[config.mk]
export PLATFORM = sky130hd
export DESIGN_NAME = cgb_hdma_speed_controller_flat
export DESIGN_NICKNAME = d
export VERILOG_FILES = /design/src/design/chdma_pkg.sv /design/src/design/chdma_if.sv /design/src/design/cgb_hdma_speed_controller.sv /design/src/flat_wrapper.sv
export SDC_FILE = /design/constraint.sdc
export NUM_CORES = 1
export LEC_CHECK = 0
export ABC_AREA = 1
export BUFFER_PORTS_ARGS = -buffer_cell sky130_fd_sc_hd__buf_2
export CAP_MARGIN = 25
export CELL_PAD_IN_SITES_DETAIL_PLACEMENT = 0
export CELL_PAD_IN_SITES_GLOBAL_PLACEMENT = 2
export CORE_UTILIZATION = 37
export CTS_CLUSTER_DIAMETER = 100
export DETAILED_ROUTE_END_ITERATION = 8
export PLACE_DENSITY = 0.95
export SLEW_MARGIN = 20
export SYNTH_ARGS = -nofsm -noshare
export SYNTH_HDL_FRONTEND = slang
export SYNTH_SLANG_ARGS = --single-unit
[constraint.sdc]
create_clock -name clock -period 8.7 [get_ports clock]
set_input_delay 0.87 -clock clock [delete_from_list [all_inputs] [get_ports clock]]
set_output_delay 0.87 -clock clock [all_outputs]
set_load 0.05 [all_outputs]
[src/design/chdma_pkg.sv]
// Package for the VRAM DMA and speed-switch unit: operation and mode codes,
// register addresses, address masks and the result payload type.
// Depends on nothing; used by the interfaces and the top level.
`default_nettype none

package chdma_pkg;

   typedef enum logic [1:0] {
      OP_WRITE  = 2'd0,
      OP_READ   = 2'd1,
      OP_TICK   = 2'd2,
      OP_SWITCH = 2'd3
   } op_type;

   typedef enum logic [1:0] {
      MODE_IDLE    = 2'd0,
      MODE_GENERAL = 2'd1,
      MODE_HBLANK  = 2'd2
   } mode_type;

   localparam logic [7:0] REG_SPEED = 8'h4D;
   localparam logic [7:0] REG_HDMA1 = 8'h51;
   localparam logic [7:0] REG_HDMA4 = 8'h54;
   localparam logic [7:0] REG_HDMA5 = 8'h55;

   localparam logic [6:0] LINES_DONE = 7'h7F;
   localparam logic [7:0] VRAM_BASE_HI = 8'h80;

   typedef struct packed {
      logic [7:0]  read_data;
      logic        copy_valid;
      logic [15:0] copy_src;
      logic [15:0] copy_dst;
      logic [7:0]  copy_lines;
      logic [10:0] video_ticks;
      logic [11:0] core_ticks;
   } rsp_payload_type;

   function automatic logic [7:0] addr_mask(input logic [1:0] idx);
      logic [7:0] mask;
      case (idx)
         2'd0: mask = 8'hFF;
         2'd1: mask = 8'hF0;
         2'd2: mask = 8'h1F;
         default: mask = 8'hF0;
      endcase
      return mask;
   endfunction

endpackage

`default_nettype wire

[src/design/chdma_if.sv]
// Handshake interfaces for the request and response channels of the
// VRAM DMA unit. Depends on chdma_pkg for the operation type.
`default_nettype none

interface chdma_req_if;
   logic                 valid;
   logic                 ready;
   chdma_pkg::op_type    op;
   logic [7:0]           reg_addr;
   logic [7:0]           write_data;
   logic [7:0]           cpu_cycles;
   logic                 in_hblank;

   modport source (output valid, op, reg_addr, write_data, cpu_cycles, in_hblank,
                   input ready);
   modport sink (input valid, op, reg_addr, write_data, cpu_cycles, in_hblank,
                 output ready);
endinterface

interface chdma_rsp_if;
   logic        valid;
   logic        ready;
   logic [7:0]  read_data;
   logic        copy_valid;
   logic [15:0] copy_src;
   logic [15:0] copy_dst;
   logic [7:0]  copy_lines;
   logic [10:0] video_ticks;
   logic [11:0] core_ticks;

   modport source (output valid, read_data, copy_valid, copy_src, copy_dst,
                   copy_lines, video_ticks, core_ticks, input ready);
   modport sink (input valid, read_data, copy_valid, copy_src, copy_dst,
                 copy_lines, video_ticks, core_ticks, output ready);
endinterface

`default_nettype wire

[src/design/cgb_hdma_speed_controller.sv]
// VRAM DMA and speed-switch unit, top level.
// Depends on chdma_pkg and the channel interfaces in chdma_if.sv.
//
// Usage: every request transaction is a register write, a register read,
// a tick or a speed-switch event, and each one produces exactly one response
// transaction. Writes and reads reach the speed register and the five HDMA
// registers; a tick reports the copy command (source, destination and number
// of 16-byte lines) that the DMA issues during it, together with the cycles
// scaled for the video unit and for the timer.
// A request accepted at a clock edge has its response valid right after that
// edge. Throughput is one transaction per cycle while the receiver takes each
// response, since all state updates are done by one pass of adders and muxes in
// the accepting cycle and the response sits in a single output register.
// When the receiver stalls, the response register holds its contents and the
// request channel stays ready only in the cycle where the response is taken,
// so no transaction is lost. Synchronous reset clears the address bytes, the
// DMA state and the speed flags, and empties the response register.
`default_nettype none

module cgb_hdma_speed_controller (
   input  wire          clock,
   input  wire          reset,
   chdma_req_if.sink    req_chan,
   chdma_rsp_if.source  rsp_chan
);

   logic [7:0]                 addr_bytes_ff [4];
   logic [7:0]                 addr_bytes_in [4];
   logic [15:0]                cur_src_ff, cur_src_in;
   logic [15:0]                cur_dst_ff, cur_dst_in;
   logic [6:0]                 lines_left_ff, lines_left_in;
   chdma_pkg::mode_type        dma_mode_ff, dma_mode_in;
   logic                       double_speed_ff, double_speed_in;
   logic                       switch_armed_ff, switch_armed_in;
   logic                       rsp_valid_ff, rsp_valid_in;
   chdma_pkg::rsp_payload_type rsp_data_ff, rsp_data_in;

   logic       accept;
   logic       active;
   logic [1:0] byte_idx;
   logic [7:0] lines;
   logic [7:0] cyc_scaled;
   logic [11:0] line_ticks;

   assign req_chan.ready = !rsp_valid_ff || rsp_chan.ready;
   assign accept = req_chan.valid && req_chan.ready;
   assign active = (dma_mode_ff == chdma_pkg::MODE_GENERAL) ||
                   (dma_mode_ff == chdma_pkg::MODE_HBLANK);
   assign byte_idx = 2'(req_chan.reg_addr[1:0] - 2'd1);

   always_comb begin
      addr_bytes_in = addr_bytes_ff;
      cur_src_in = cur_src_ff;
      cur_dst_in = cur_dst_ff;
      lines_left_in = lines_left_ff;
      dma_mode_in = dma_mode_ff;
      double_speed_in = double_speed_ff;
      switch_armed_in = switch_armed_ff;
      rsp_data_in = '0;
      lines = 8'd0;
      cyc_scaled = double_speed_ff ? {1'b0, req_chan.cpu_cycles[7:1]} : req_chan.cpu_cycles;
      line_ticks = 12'd0;

      case (req_chan.op)
         chdma_pkg::OP_WRITE: begin
            if (req_chan.reg_addr == chdma_pkg::REG_SPEED) begin
               switch_armed_in = req_chan.write_data[0];
            end else if (req_chan.reg_addr inside
                         {[chdma_pkg::REG_HDMA1:chdma_pkg::REG_HDMA4]}) begin
               addr_bytes_in[byte_idx] = req_chan.write_data & chdma_pkg::addr_mask(byte_idx);
            end else if (req_chan.reg_addr == chdma_pkg::REG_HDMA5) begin
               lines_left_in = req_chan.write_data[6:0];
               cur_src_in = {addr_bytes_ff[0], addr_bytes_ff[1]};
               cur_dst_in = {chdma_pkg::VRAM_BASE_HI | addr_bytes_ff[2], addr_bytes_ff[3]};
               if (active && !req_chan.write_data[7]) begin
                  dma_mode_in = chdma_pkg::MODE_IDLE;
               end else if (req_chan.write_data[7]) begin
                  dma_mode_in = chdma_pkg::MODE_HBLANK;
               end else begin
                  dma_mode_in = chdma_pkg::MODE_GENERAL;
               end
            end
         end
         chdma_pkg::OP_READ: begin
            if (req_chan.reg_addr == chdma_pkg::REG_SPEED) begin
               rsp_data_in.read_data = {double_speed_ff, 6'd0, switch_armed_ff};
            end else if (req_chan.reg_addr inside
                         {[chdma_pkg::REG_HDMA1:chdma_pkg::REG_HDMA4]}) begin
               rsp_data_in.read_data = addr_bytes_ff[byte_idx];
            end else if (req_chan.reg_addr == chdma_pkg::REG_HDMA5) begin
               rsp_data_in.read_data = {active, lines_left_ff};
            end
         end
         chdma_pkg::OP_TICK: begin
            if (dma_mode_ff == chdma_pkg::MODE_GENERAL) begin
               lines = {1'b0, lines_left_ff} + 8'd1;
               lines_left_in = chdma_pkg::LINES_DONE;
               dma_mode_in = chdma_pkg::MODE_IDLE;
            end else if (dma_mode_ff == chdma_pkg::MODE_HBLANK && req_chan.in_hblank) begin
               lines = 8'd1;
               if (lines_left_ff == 7'd0) begin
                  lines_left_in = chdma_pkg::LINES_DONE;
                  dma_mode_in = chdma_pkg::MODE_IDLE;
               end else begin
                  lines_left_in = lines_left_ff - 7'd1;
               end
            end
            if (lines != 8'd0) begin
               rsp_data_in.copy_valid = 1'b1;
               rsp_data_in.copy_src = cur_src_ff;
               rsp_data_in.copy_dst = cur_dst_ff;
               rsp_data_in.copy_lines = lines;
               cur_src_in = cur_src_ff + {4'd0, lines, 4'd0};
               cur_dst_in = cur_dst_ff + {4'd0, lines, 4'd0};
            end
            line_ticks = {1'b0, lines, 3'd0};
            rsp_data_in.video_ticks = {3'd0, cyc_scaled} + line_ticks[10:0];
            rsp_data_in.core_ticks = {4'd0, req_chan.cpu_cycles} +
                                     (double_speed_ff ? {line_ticks[10:0], 1'b0} : line_ticks);
         end
         default: begin
            if (switch_armed_ff) begin
               double_speed_in = !double_speed_ff;
               switch_armed_in = 1'b0;
            end
         end
      endcase
   end

   always_comb begin
      if (accept) begin
         rsp_valid_in = 1'b1;
      end else if (rsp_chan.ready) begin
         rsp_valid_in = 1'b0;
      end else begin
         rsp_valid_in = rsp_valid_ff;
      end
   end

   always_ff @(posedge clock) begin
      if (reset) begin
         addr_bytes_ff <= '{default: 8'd0};
         cur_src_ff <= 16'd0;
         cur_dst_ff <= 16'd0;
         lines_left_ff <= 7'd0;
         dma_mode_ff <= chdma_pkg::MODE_IDLE;
         double_speed_ff <= 1'b0;
         switch_armed_ff <= 1'b0;
         rsp_valid_ff <= 1'b0;
      end else begin
         rsp_valid_ff <= rsp_valid_in;
         if (accept) begin
            addr_bytes_ff <= addr_bytes_in;
            cur_src_ff <= cur_src_in;
            cur_dst_ff <= cur_dst_in;
            lines_left_ff <= lines_left_in;
            dma_mode_ff <= dma_mode_in;
            double_speed_ff <= double_speed_in;
            switch_armed_ff <= switch_armed_in;
         end
      end
   end

   always_ff @(posedge clock) begin
      if (accept) begin
         rsp_data_ff <= rsp_data_in;
      end
   end

   assign rsp_chan.valid = rsp_valid_ff;
   assign rsp_chan.read_data = rsp_data_ff.read_data;
   assign rsp_chan.copy_valid = rsp_data_ff.copy_valid;
   assign rsp_chan.copy_src = rsp_data_ff.copy_src;
   assign rsp_chan.copy_dst = rsp_data_ff.copy_dst;
   assign rsp_chan.copy_lines = rsp_data_ff.copy_lines;
   assign rsp_chan.video_ticks = rsp_data_ff.video_ticks;
   assign rsp_chan.core_ticks = rsp_data_ff.core_ticks;

endmodule

`default_nettype wire

[src/flat_wrapper.sv]
// flat-port wrapper written by rule: the top's interface ports become plain ports
module cgb_hdma_speed_controller_flat 
  (clock, reset, req_chan_valid, req_chan_op, req_chan_reg_addr, req_chan_write_data, req_chan_cpu_cycles, req_chan_in_hblank, req_chan_ready, rsp_chan_valid, rsp_chan_read_data, rsp_chan_copy_valid, rsp_chan_copy_src, rsp_chan_copy_dst, rsp_chan_copy_lines, rsp_chan_video_ticks, rsp_chan_core_ticks, rsp_chan_ready);
  chdma_req_if req_chan_i ();
  chdma_rsp_if rsp_chan_i ();
  input  wire clock;
  input  wire reset;
  input wire logic [$bits(req_chan_i.valid)-1:0] req_chan_valid;
  input wire logic [$bits(req_chan_i.op)-1:0] req_chan_op;
  input wire logic [$bits(req_chan_i.reg_addr)-1:0] req_chan_reg_addr;
  input wire logic [$bits(req_chan_i.write_data)-1:0] req_chan_write_data;
  input wire logic [$bits(req_chan_i.cpu_cycles)-1:0] req_chan_cpu_cycles;
  input wire logic [$bits(req_chan_i.in_hblank)-1:0] req_chan_in_hblank;
  output wire logic [$bits(req_chan_i.ready)-1:0] req_chan_ready;
  output wire logic [$bits(rsp_chan_i.valid)-1:0] rsp_chan_valid;
  output wire logic [$bits(rsp_chan_i.read_data)-1:0] rsp_chan_read_data;
  output wire logic [$bits(rsp_chan_i.copy_valid)-1:0] rsp_chan_copy_valid;
  output wire logic [$bits(rsp_chan_i.copy_src)-1:0] rsp_chan_copy_src;
  output wire logic [$bits(rsp_chan_i.copy_dst)-1:0] rsp_chan_copy_dst;
  output wire logic [$bits(rsp_chan_i.copy_lines)-1:0] rsp_chan_copy_lines;
  output wire logic [$bits(rsp_chan_i.video_ticks)-1:0] rsp_chan_video_ticks;
  output wire logic [$bits(rsp_chan_i.core_ticks)-1:0] rsp_chan_core_ticks;
  input wire logic [$bits(rsp_chan_i.ready)-1:0] rsp_chan_ready;
  assign req_chan_i.valid = req_chan_valid;
  assign req_chan_i.op = req_chan_op;
  assign req_chan_i.reg_addr = req_chan_reg_addr;
  assign req_chan_i.write_data = req_chan_write_data;
  assign req_chan_i.cpu_cycles = req_chan_cpu_cycles;
  assign req_chan_i.in_hblank = req_chan_in_hblank;
  assign req_chan_ready = req_chan_i.ready;
  assign rsp_chan_valid = rsp_chan_i.valid;
  assign rsp_chan_read_data = rsp_chan_i.read_data;
  assign rsp_chan_copy_valid = rsp_chan_i.copy_valid;
  assign rsp_chan_copy_src = rsp_chan_i.copy_src;
  assign rsp_chan_copy_dst = rsp_chan_i.copy_dst;
  assign rsp_chan_copy_lines = rsp_chan_i.copy_lines;
  assign rsp_chan_video_ticks = rsp_chan_i.video_ticks;
  assign rsp_chan_core_ticks = rsp_chan_i.core_ticks;
  assign rsp_chan_i.ready = rsp_chan_ready;
  cgb_hdma_speed_controller u_core (.clock(clock), .reset(reset), .req_chan(req_chan_i), .rsp_chan(rsp_chan_i));
endmodule
; ---- Yosys cells after proc, flatten, opt, wreduce, memory -nomap -nowiden
; Cells that the tools add are included.
[classes]
n_mux = 49
bitwise = 6
eq_ne = 14
reduce_logical = 26
add_sub_neg = 7
order_cmp = 4
[op_table]
columns = op, count
row1 = $mux 16, 8
row2 = $mux 8, 12
row3 = $pmux 16 s2, 2
row4 = $mux 7, 6
row5 = $mux 41, 1
row6 = $add 16x12->16, 2
row7 = $bwmux 32, 1
row8 = $bmux 8 s2, 1
row9 = $demux 8 s2, 1
row10 = $eq 8x7->1 const B, 2
row11 = $mux 2, 8
row12 = $pmux 8 s2, 1
row13 = $pmux 7 s2, 1
row14 = $add 8x12->12, 1
row15 = $mux 12, 1
row16 = $reduce_and 6->1, 2
row17 = $add 8x11->11, 1
row18 = $add 7x1->8 const B, 1
row19 = $and 8x8->8, 1
row20 = $ge 8x7->1 const B, 1
row21 = $le 8x7->1 const B, 1
row22 = $reduce_bool 8->1, 1
row23 = $logic_not 7->1, 1
row24 = $reduce_and 7->1, 1
row25 = 24 further kinds, 48
[word_totals]
regBits = 148
wordCells = 125
input_bits = 31
out_inout_bits = 74

; ---- Depth between registers and ports, before layout
; Gate-level depths: netlist of the first run.
[depth]
depth_word = 8
ltp_mapped = 20
ltp_nobuf = 20

; ---- Least setup slack after synthesis of the first run
; No wires, ideal clock.
[synth_path]
kind = input-to-reg
from = input port rsp_chan_ready
to = register u_core.dma_mode_ff[1]
n_path_buf = 1
setup_ns = 0.134
arrival_time_ns = 3.973
path_slack_ns = 4.593
path_stages = 10
required_time_ns = 8.566
path_cell_list = inv_1 -> nand2_1 -> nand2_1 -> inv_1 -> o21ai_0 -> nor2_2 -> o21ai_1 -> buf_2 -> o21ai_0 -> a21oi_1
[synth_between]
elab_chain_cells = 3
[synth_lines]
columns = item, line_no
row1 = "start, declared", flat_wrapper.sv:23  ; input wire logic [$bits(rsp_chan_i.ready)-1:0] rsp_chan_ready;
row2 = $logic_or 1x1->1, cgb_hdma_speed_controller.sv:45  ; assign req_chan.ready = !rsp_valid_ff || rsp_chan.ready;
row3 = via req_chan_ready, flat_wrapper.sv:14  ; output wire logic [$bits(req_chan_i.ready)-1:0] req_chan_ready;
row4 = $logic_and 1x1->1, cgb_hdma_speed_controller.sv:46  ; assign accept = req_chan.valid && req_chan.ready;
row5 = via u_core.accept, cgb_hdma_speed_controller.sv:38  ; logic accept;
row6 = $reduce_and 7->1 (no source line), --
row7 = "end signal, assigned", cgb_hdma_speed_controller.sv:146  ; dma_mode_ff <= chdma_pkg::MODE_IDLE;
row8 = "end signal, assigned", cgb_hdma_speed_controller.sv:157  ; dma_mode_ff <= dma_mode_in;
row9 = "end, declared", cgb_hdma_speed_controller.sv:32  ; chdma_pkg::mode_type dma_mode_ff, dma_mode_in;
; The timed path passes the listed nets, and every way through them passes these cells.
; A chain may end at the register's enable or synchronous reset.

; ---- Worst setup path after layout of the first run
[layout_path]
from = register u_core.dma_mode_ff[1]
to = register u_core.rsp_data_ff, in the netlist u_core.rsp_chan.video_ticks[10], data pin
[layout_between]
elab_chain_cells = 6
elab_cells_between_ends = 7
classes_between = add/sub (1) / eq/ne (2) / mux (3) / reduce/logical (1)
[layout_lines]
columns = item, line_no
row1 = $eq 2x2->1, cgb_hdma_speed_controller.sv:99  ; end else if (dma_mode_ff == chdma_pkg::MODE_HBLANK && req_chan.in_hblank) begin
row2 = $logic_and 1x1->1, cgb_hdma_speed_controller.sv:99
row3 = $mux 1, cgb_hdma_speed_controller.sv:99
row4 = $mux 8 *, cgb_hdma_speed_controller.sv:95  ; if (dma_mode_ff == chdma_pkg::MODE_GENERAL) begin
row5 = $mux 8 *, cgb_hdma_speed_controller.sv:64  ; case (req_chan.op)
row6 = $add 8x11->11 *, cgb_hdma_speed_controller.sv:117  ; rsp_data_in.video_ticks = {3'd0, cyc_scaled} + line_ticks[10:0];
row7 = "end signal, assigned", cgb_hdma_speed_controller.sv:166  ; rsp_data_ff <= rsp_data_in;
row8 = "end, declared", cgb_hdma_speed_controller.sv:36  ; chdma_pkg::rsp_payload_type rsp_data_ff, rsp_data_in;
; Mark *: on every way between the ends. The rest lies on a longest branch, timed or not. The select of a mux whose other input is x is not followed.

==> flow_metrics.env, run 1 <==
export IMPL_worstReg2RegEnd="u_core.rsp_chan.video_ticks[10]"
export IMPL_holdWs_ps=456
export IMPL_whs_endpoint="u_core.addr_bytes_ff[15]"
export IMPL_drc=0
export IMPL_synth_cell_types=44
export IMPL_dieArea_mm2=0.0225
export IMPL_max_freq_mhz=288
export IMPL_routed_via_density=4.99
export IMPL_worstSetupPathType="register to register"
export IMPL_layout_min_cycle_time_ps=3470
export IMPL_grt_use_total=0.202
export IMPL_synthXorXnorAreaFrac=0.0162
export IMPL_detailed_place_hpwl_um=15700
export IMPL_grt_max_degree=74
export IMPL_die_w_um=150
export IMPL_grt_setup_unrepaired="false"
export IMPL_crit_path_start="u_core.dma_mode_ff[1]"
export IMPL_synth_top_family_by_area="simple AND/OR/NAND/NOR gates"
export IMPL_num_vias=6936
export IMPL_finalNetCount=1176
export IMPL_grt_first_pass_wirelength_um=34800
export IMPL_cp_required_ps=8860
export IMPL_cts_setup_buffers=0
export IMPL_cp_end_kind="register"
export IMPL_drv_slew=0
export IMPL_ant_nets=0
export IMPL_fillerInstances=2209
export IMPL_cts_buffers=17
export IMPL_leakage_uw=0.00404
export IMPL_clockBufferDepth=2
export IMPL_area_growth_pct=15.9
export IMPL_postSynthAreaPerCell_um2=8.00
export IMPL_async_flop_share=0
export IMPL_ys_flop_type="dfxtp_1"
export IMPL_cts_max_level=4
export IMPL_status="finished clean"
export IMPL_cp_start_kind="register"
export IMPL_synth_seq_cells=148
export IMPL_coreArea_mm2=0.0213
export IMPL_cp_max_fo=15
export IMPL_ir_drop_v=0.000127
export IMPL_start_util=0.381
export IMPL_regArea_mm2=0.00368
export IMPL_synth_compound_area_frac=0.184
export IMPL_rr_worst_depth=13
export IMPL_synth_seq_area_share=0.454
export IMPL_cts_resized=0
export IMPL_drt_iter0_drc=407
export IMPL_synth_area_mm2=0.00811
export IMPL_die_h_um=150
export IMPL_relSlewSlack=0.360
export IMPL_synth_warnings=0
export IMPL_synth_simple_gate_area_share=0.184
export IMPL_holdBufCountCts=0
export IMPL_grt_pass1_vias=6505
export IMPL_setup_viol_count_final=0
export IMPL_r2r_slack_ps=5230
export IMPL_hold_path_class="register to register"
export IMPL_rows=53
export IMPL_min_delay_start="u_core.addr_bytes_ff[15]"
export IMPL_clk_pin_slew_ps=60
export IMPL_power_density_mw_per_mm2=184
export IMPL_syn_nets=1087
export IMPL_port_buffers=104
export IMPL_clock_sinks=148
export IMPL_grt_ovfl_total=0
export IMPL_synth_edf_count=72
export IMPL_yosys_area_share_adder=0.0685
export IMPL_first_pass_iters=5
export IMPL_cts_tree="yes"
export IMPL_synthCells=1014
export IMPL_final_hold_viol_count=0
export IMPL_clock_root_buffer="clkbuf_16"
export IMPL_drive_gt1_frac=0.155
export IMPL_worst_pin_slew_ps=960
export IMPL_ioPinCount=105
export IMPL_wl_um=21800
export IMPL_diodes=0
export IMPL_synthMuxAreaShare=0
export IMPL_worstHoldPathCells=2
export IMPL_wl_per_cell_um=15.7
export IMPL_period_share=0.399
export IMPL_finClkSkew_ps=11.7
export IMPL_r2r_start="u_core.dma_mode_ff[1]"
export IMPL_place_congestion=0.853
export IMPL_clock_latency_ps=430
export IMPL_setup_tns_final_ps=0
export IMPL_antenna_found_initial=0
export IMPL_multiInputGateArea_mm2=0.00367
export IMPL_max_cap_violations=0
export IMPL_crit_arrival_ps=3630
-- critical path, stage by stage, from the launching register on --
cell     delay (ps)
dfxtp_1         320
inv_1            60
ha_1            600
nand2_1         150
nor2_1          560
ha_1            400
a21oi_1         150
inv_1            50
a31oi_1         220
nor2_1           80
o31ai_1         400
nor2_1           90
nand2_1          80
a21oi_1          70
-- logic make-up (layout without fill, tap and decap cells) --
group | after synthesis | after routing
xor gates and xnor gates | 15 | 15
DFF | 148 | 148
adders and majority gates | 42 | 42
AOI/OAI and AO/OA | 282 | 282
buffers and inverters | 192 | 294
and+or+nand+nor | 335 | 335
-- sequential cells by signal, indices dropped and copies added, names as in the netlist, 2 cells and up --
register	cells
u_core.lines_left_ff	7
u_core.addr_bytes_ff	32
u_core.rsp_chan.read_data	8
u_core.dma_mode_ff	2
u_core.cur_src_ff	16
u_core.cur_dst_ff	16
u_core.rsp_chan.copy_lines	8
u_core.rsp_chan.core_ticks	12
u_core.rsp_chan.copy_src	16
u_core.rsp_chan.copy_dst	16
u_core.rsp_chan.video_ticks	11
-- layer usage --
layer / routed length, um / global-route usage / up-vias
li1: - / - / 3567
met1: 10500 / 0.278 / 3187
met2: 10100 / 0.327 / 166
met3: 1020 / 0.0360 / 16
met4: 197 / 0.0505 / 0
met5: 0 / 0 / -
-- per-stage QoR --
| step | utilization | std cells | setup slack (ps) | cell area [um2] | power (uW) |
|---|---|---|---|---|---|
| 2_1_floorplan | - | 1014 | 4590 | 8110 | 962 |
| 3_3_place_gp | 0.415 | 1359 | 5050 | 8830 | 1020 |
| 3_5_place_dp | 0.415 | 1359 | 5040 | 8830 | 1020 |
| 4_1_cts | 0.442 | 1391 | 5220 | 9400 | 1740 |
| 5_1_grt | 0.442 | 1391 | 4930 | 9400 | 1790 |
| 6_report | 0.442 | 1391 | 5230 | 9400 | 1730 |
-- cell usage after synthesis (all sizes together) (16+ instances only) --
cell type  number  share of area
nand3          33          0.025
inv           153          0.071
clkbuf         23          0.011
a21oi         132          0.082
ha             38          0.059
nand2         151          0.074
o21ai         122          0.077
edfxtp         72           0.27
dfxtp          76           0.19
nor3           22          0.017
buf            16          0.012
nor2          112          0.055
-- report_power, final --
| group | leakage, uW | internal (uW) | switching [uW] |
|---|---|---|---|
| logic | 0.00241 | 57.4 | 176 |
| registers | 0.00135 | 760 | 15.9 |
| clock network | 0.000289 | 415 | 301 |
-- layout by cell type (no fill, tap or decap), drive strengths merged, types with 2 or more instances in the layout --
master,netlist,final
inv,153,155
nand2,151,151
a21oi,132,132
o21ai,122,122
nor2,112,112
buf,16,109
dfxtp,76,76
edfxtp,72,72
ha,38,38
nand3,33,33
clkbuf,23,22
nor3,22,22
xor2,15,15
nand4,14,14
clkinv,0,8
a211oi,7,7
o22ai,5,5
o21bai,4,4
fa,4,4
a31oi,3,3
o21a,3,3
a22oi,2,2
or2,2,2
-- worst max-delay path by stage --
stage | cells after the start | endpoint
2_1_floorplan | 10 | u_core.dma_mode_ff[1]
3_3_place_gp | 13 | u_core.lines_left_ff[3]
3_5_place_dp | 13 | u_core.cur_dst_ff[13]
4_1_cts | 13 | u_core.rsp_chan.video_ticks[10]
5_1_grt | 19 | u_core.rsp_chan.core_ticks[10]
6_report | 13 | u_core.rsp_chan.video_ticks[10]
-- cell type report --
type / count / area share
sequential: 148 / 0.392
multi-input combinational: 674 / 0.390
inverter: 153 / 0.0613
timing repair buffer: 109 / 0.0593
clock buffer: 22 / 0.0539
tap: 275 / 0.0366
clock inverter: 10 / 0.00732
(Power assumes the default switching activity.)
==> inputs of run 2 (changes only) <==
CORE_UTILIZATION = 34   (was 37)
PLACE_DENSITY = 0.89   (was 0.95)
clock period = 3.4 ns   (was 8.7 ns; I/O delays follow)
==> run 2 against run 1 <==
Net effect: cell area rose by 1.3%; utilization fell by 3.5 points; die area rose by 8.7%; critical path depth increased by 1; first-iteration DRC count rose by 22%; register-to-register slack got worse by 4900 ps; highest routed layer unchanged.
==> flow_metrics.env, run 2 (same netlist as run 1, synthesis figures left out) <==
export IMPL_worstSetupPathType="register to register"
export IMPL_max_stage_delay_ps=450
export IMPL_grt_pass1_vias=6554
export IMPL_place_congestion=0.896
export IMPL_largest_reg_flops=32
export IMPL_power_frac_comb=0.137
export IMPL_cp_start_kind="register"
export IMPL_rows=56
export IMPL_cts_buffers=17
export IMPL_setup_viol_count_final=0
export IMPL_p_int_uw=3200
export IMPL_grt_use_met3=0.0282
export IMPL_finalNetCount=1182
export IMPL_finClkSkew_ps=10.3
export IMPL_relSlewSlack=0.358
export IMPL_cp_cell_sequence="inv_1 -> ha_1 -> nand2_2 -> inv_1 -> nand2_1 -> o21ai_0 -> inv_1 -> fa_1 -> nor2_1 -> nand2_1 -> a21oi_1 -> o21ai_0 -> o21ai_0 -> a21oi_1"
export IMPL_die_h_um=156
export IMPL_grt_first_pass_wirelength_um=36600
export IMPL_setup_tns_final_ps=0
export IMPL_cp_required_ps=3560
export IMPL_clock_sinks=148
export IMPL_routed_via_density=4.88
export IMPL_clockBufferDepth=2
export IMPL_final_cell_mix="inv_1, nand2_1, a21oi_1"
export IMPL_switching_power_uw=1270
export IMPL_crit_slowest_cell="dfxtp_1"
export IMPL_rr_worst_depth=14
export IMPL_wl_um=23100
export IMPL_first_pass_iters=5
export IMPL_fin_cells=1441
export IMPL_dp_slack_ps=325
export IMPL_r2r_start="u_core.lines_left_ff[1]"
export IMPL_fin_ws_ps=367
export IMPL_worst_pin_slew_ps=963
export IMPL_cp_max_fo=6
export IMPL_antenna_found_initial=0
export IMPL_holdBufCountCts=0
export IMPL_switching_share=0.284
export IMPL_grt_max_degree=74
export IMPL_cp_buffers_inverters=3
export IMPL_layout_commonest_cell="inv_1"
export IMPL_largest_register="u_core.addr_bytes_ff"
export IMPL_worstHoldPathCells=3
export IMPL_grt_ovfl_total=0
export IMPL_hold_path_class="input port to register"
export IMPL_clkPwrFrac=0.419
export IMPL_max_freq_mhz=330
export IMPL_power_frac_seq=0.444
export IMPL_min_delay_start="req_chan_cpu_cycles[2]"
export IMPL_drt_iter0_drc=497
export IMPL_wl_per_cell_um=16.0
export IMPL_crit_cells=14
export IMPL_holdWs_ps=190
export IMPL_dp_cells=1409
export IMPL_clock_latency_ps=430
export IMPL_detailed_place_hpwl_um=16600
export IMPL_grt_busiest_layer="met2"
export IMPL_cts_setup_buffers=0
export IMPL_whs_endpoint="u_core.rsp_chan.core_ticks[2]"
export IMPL_leakage_uw=0.00407
export IMPL_grt_setup_unrepaired="false"
export IMPL_drc=0
export IMPL_die_w_um=156
export IMPL_final_hold_viol_count=0
export IMPL_clock_root_buffer="clkbuf_16"
export IMPL_start_util=0.347
export IMPL_drive_gt1_frac=0.158
export IMPL_ant_nets=0
export IMPL_coreArea_mm2=0.0234
export IMPL_path_delay_family="adder cells"
export IMPL_status="finished clean"
export IMPL_grt_met1_usage=0.277
export IMPL_num_vias=7030
export IMPL_cts_max_level=4
export IMPL_ir_drop_v=0.000307
export IMPL_grt_use_total=0.197
export IMPL_port_buffers=104
export IMPL_cp_end_kind="register"
export IMPL_ioPinCount=105
export IMPL_drv_slew=0
export IMPL_fillerInstances=2503
export IMPL_max_cap_violations=0
export IMPL_period_share=0.892
export IMPL_diodes=0
export IMPL_crit_arrival_ps=3200
export IMPL_cts_tree="yes"
export IMPL_area_growth_pct=17.5
export IMPL_r2r_slack_ps=370
export IMPL_final_util=0.407
export IMPL_power_density_mw_per_mm2=469
export IMPL_clk_pin_slew_ps=60
export IMPL_dieArea_mm2=0.0245
export IMPL_layout_min_cycle_time_ps=3030
export IMPL_grt_use_met2=0.314
export IMPL_worstReg2RegEnd="u_core.rsp_chan.core_ticks[9]"
[run 2: metal layers]
metal  share of wire  wire length (um)  vias to the layer above
li1                -                 -                     3573
met1            0.49             11200                     3243
met2            0.45             10500                      197
met3           0.047              1080                       17
met4           0.010               240                        0
met5               0                 0                        -
[run 2: power by group through the flow]
stage / logic [uW] / registers (uW) / clock network (uW)
final: 613 / 1980 / 1880
after global placement: 614 / 2020 / 0
after CTS: 616 / 1980 / 1910
after global routing: 674 / 1990 / 1980
after floorplan: 288 / 2170 / 0
after detailed placement: 613 / 2020 / 0
[run 2: timing repair]
item | in CTS | in global routing
gates resized for setup | 0 | 1
setup endpoints to repair | 0 | 1
hold endpoints to repair | 0 | 0
[run 2: area by class of cell]
class                           count  area, um2  area share
Tap cell                          319        399      0.0419
Clock buffer                       26        543      0.0570
Inverter                          153        581      0.0609
Sequential cell                   148       3680       0.387
Multi-Input combinational cell    674       3670       0.385
Clock inverter                      6       37.5     0.00394
Timing Repair Buffer              115        616      0.0646
[run 2: worst max path at each step]
stage | endpoint | slack [ps] | from
3_5_place_dp | u_core.rsp_chan.core_ticks[9] | 320 | u_core.lines_left_ff[1]
2_1_floorplan | u_core.cur_src_ff[11] | 80 | u_core.rsp_chan.valid
4_1_cts | u_core.rsp_chan.core_ticks[9] | 310 | u_core.lines_left_ff[1]
5_1_grt | u_core.rsp_chan.core_ticks[10] | 110 | u_core.lines_left_ff[1]
3_3_place_gp | u_core.rsp_chan.core_ticks[10] | 440 | u_core.lines_left_ff[0]
6_report | u_core.rsp_chan.core_ticks[9] | 370 | u_core.lines_left_ff[1]
[run 2: stage by stage]
stage	instance area, um2	power (uW)
6_report	9530	4470
5_1_grt	9530	4640
4_1_cts	9530	4510
3_5_place_dp	8940	2640
3_3_place_gp	8940	2640
2_1_floorplan	8120	2460
[run 2: worst register-to-register path, delay by kind of cell, from the launching register on]
| family | cells | cell delay, ps |
|---|---|---|
| DFF | 1 | 450 |
| buffers and inverters | 3 | 480 |
| adders and majority gates | 2 | 780 |
| AOI/OAI and AO/OA | 5 | 680 |
| and+or+nand+nor | 4 | 400 |
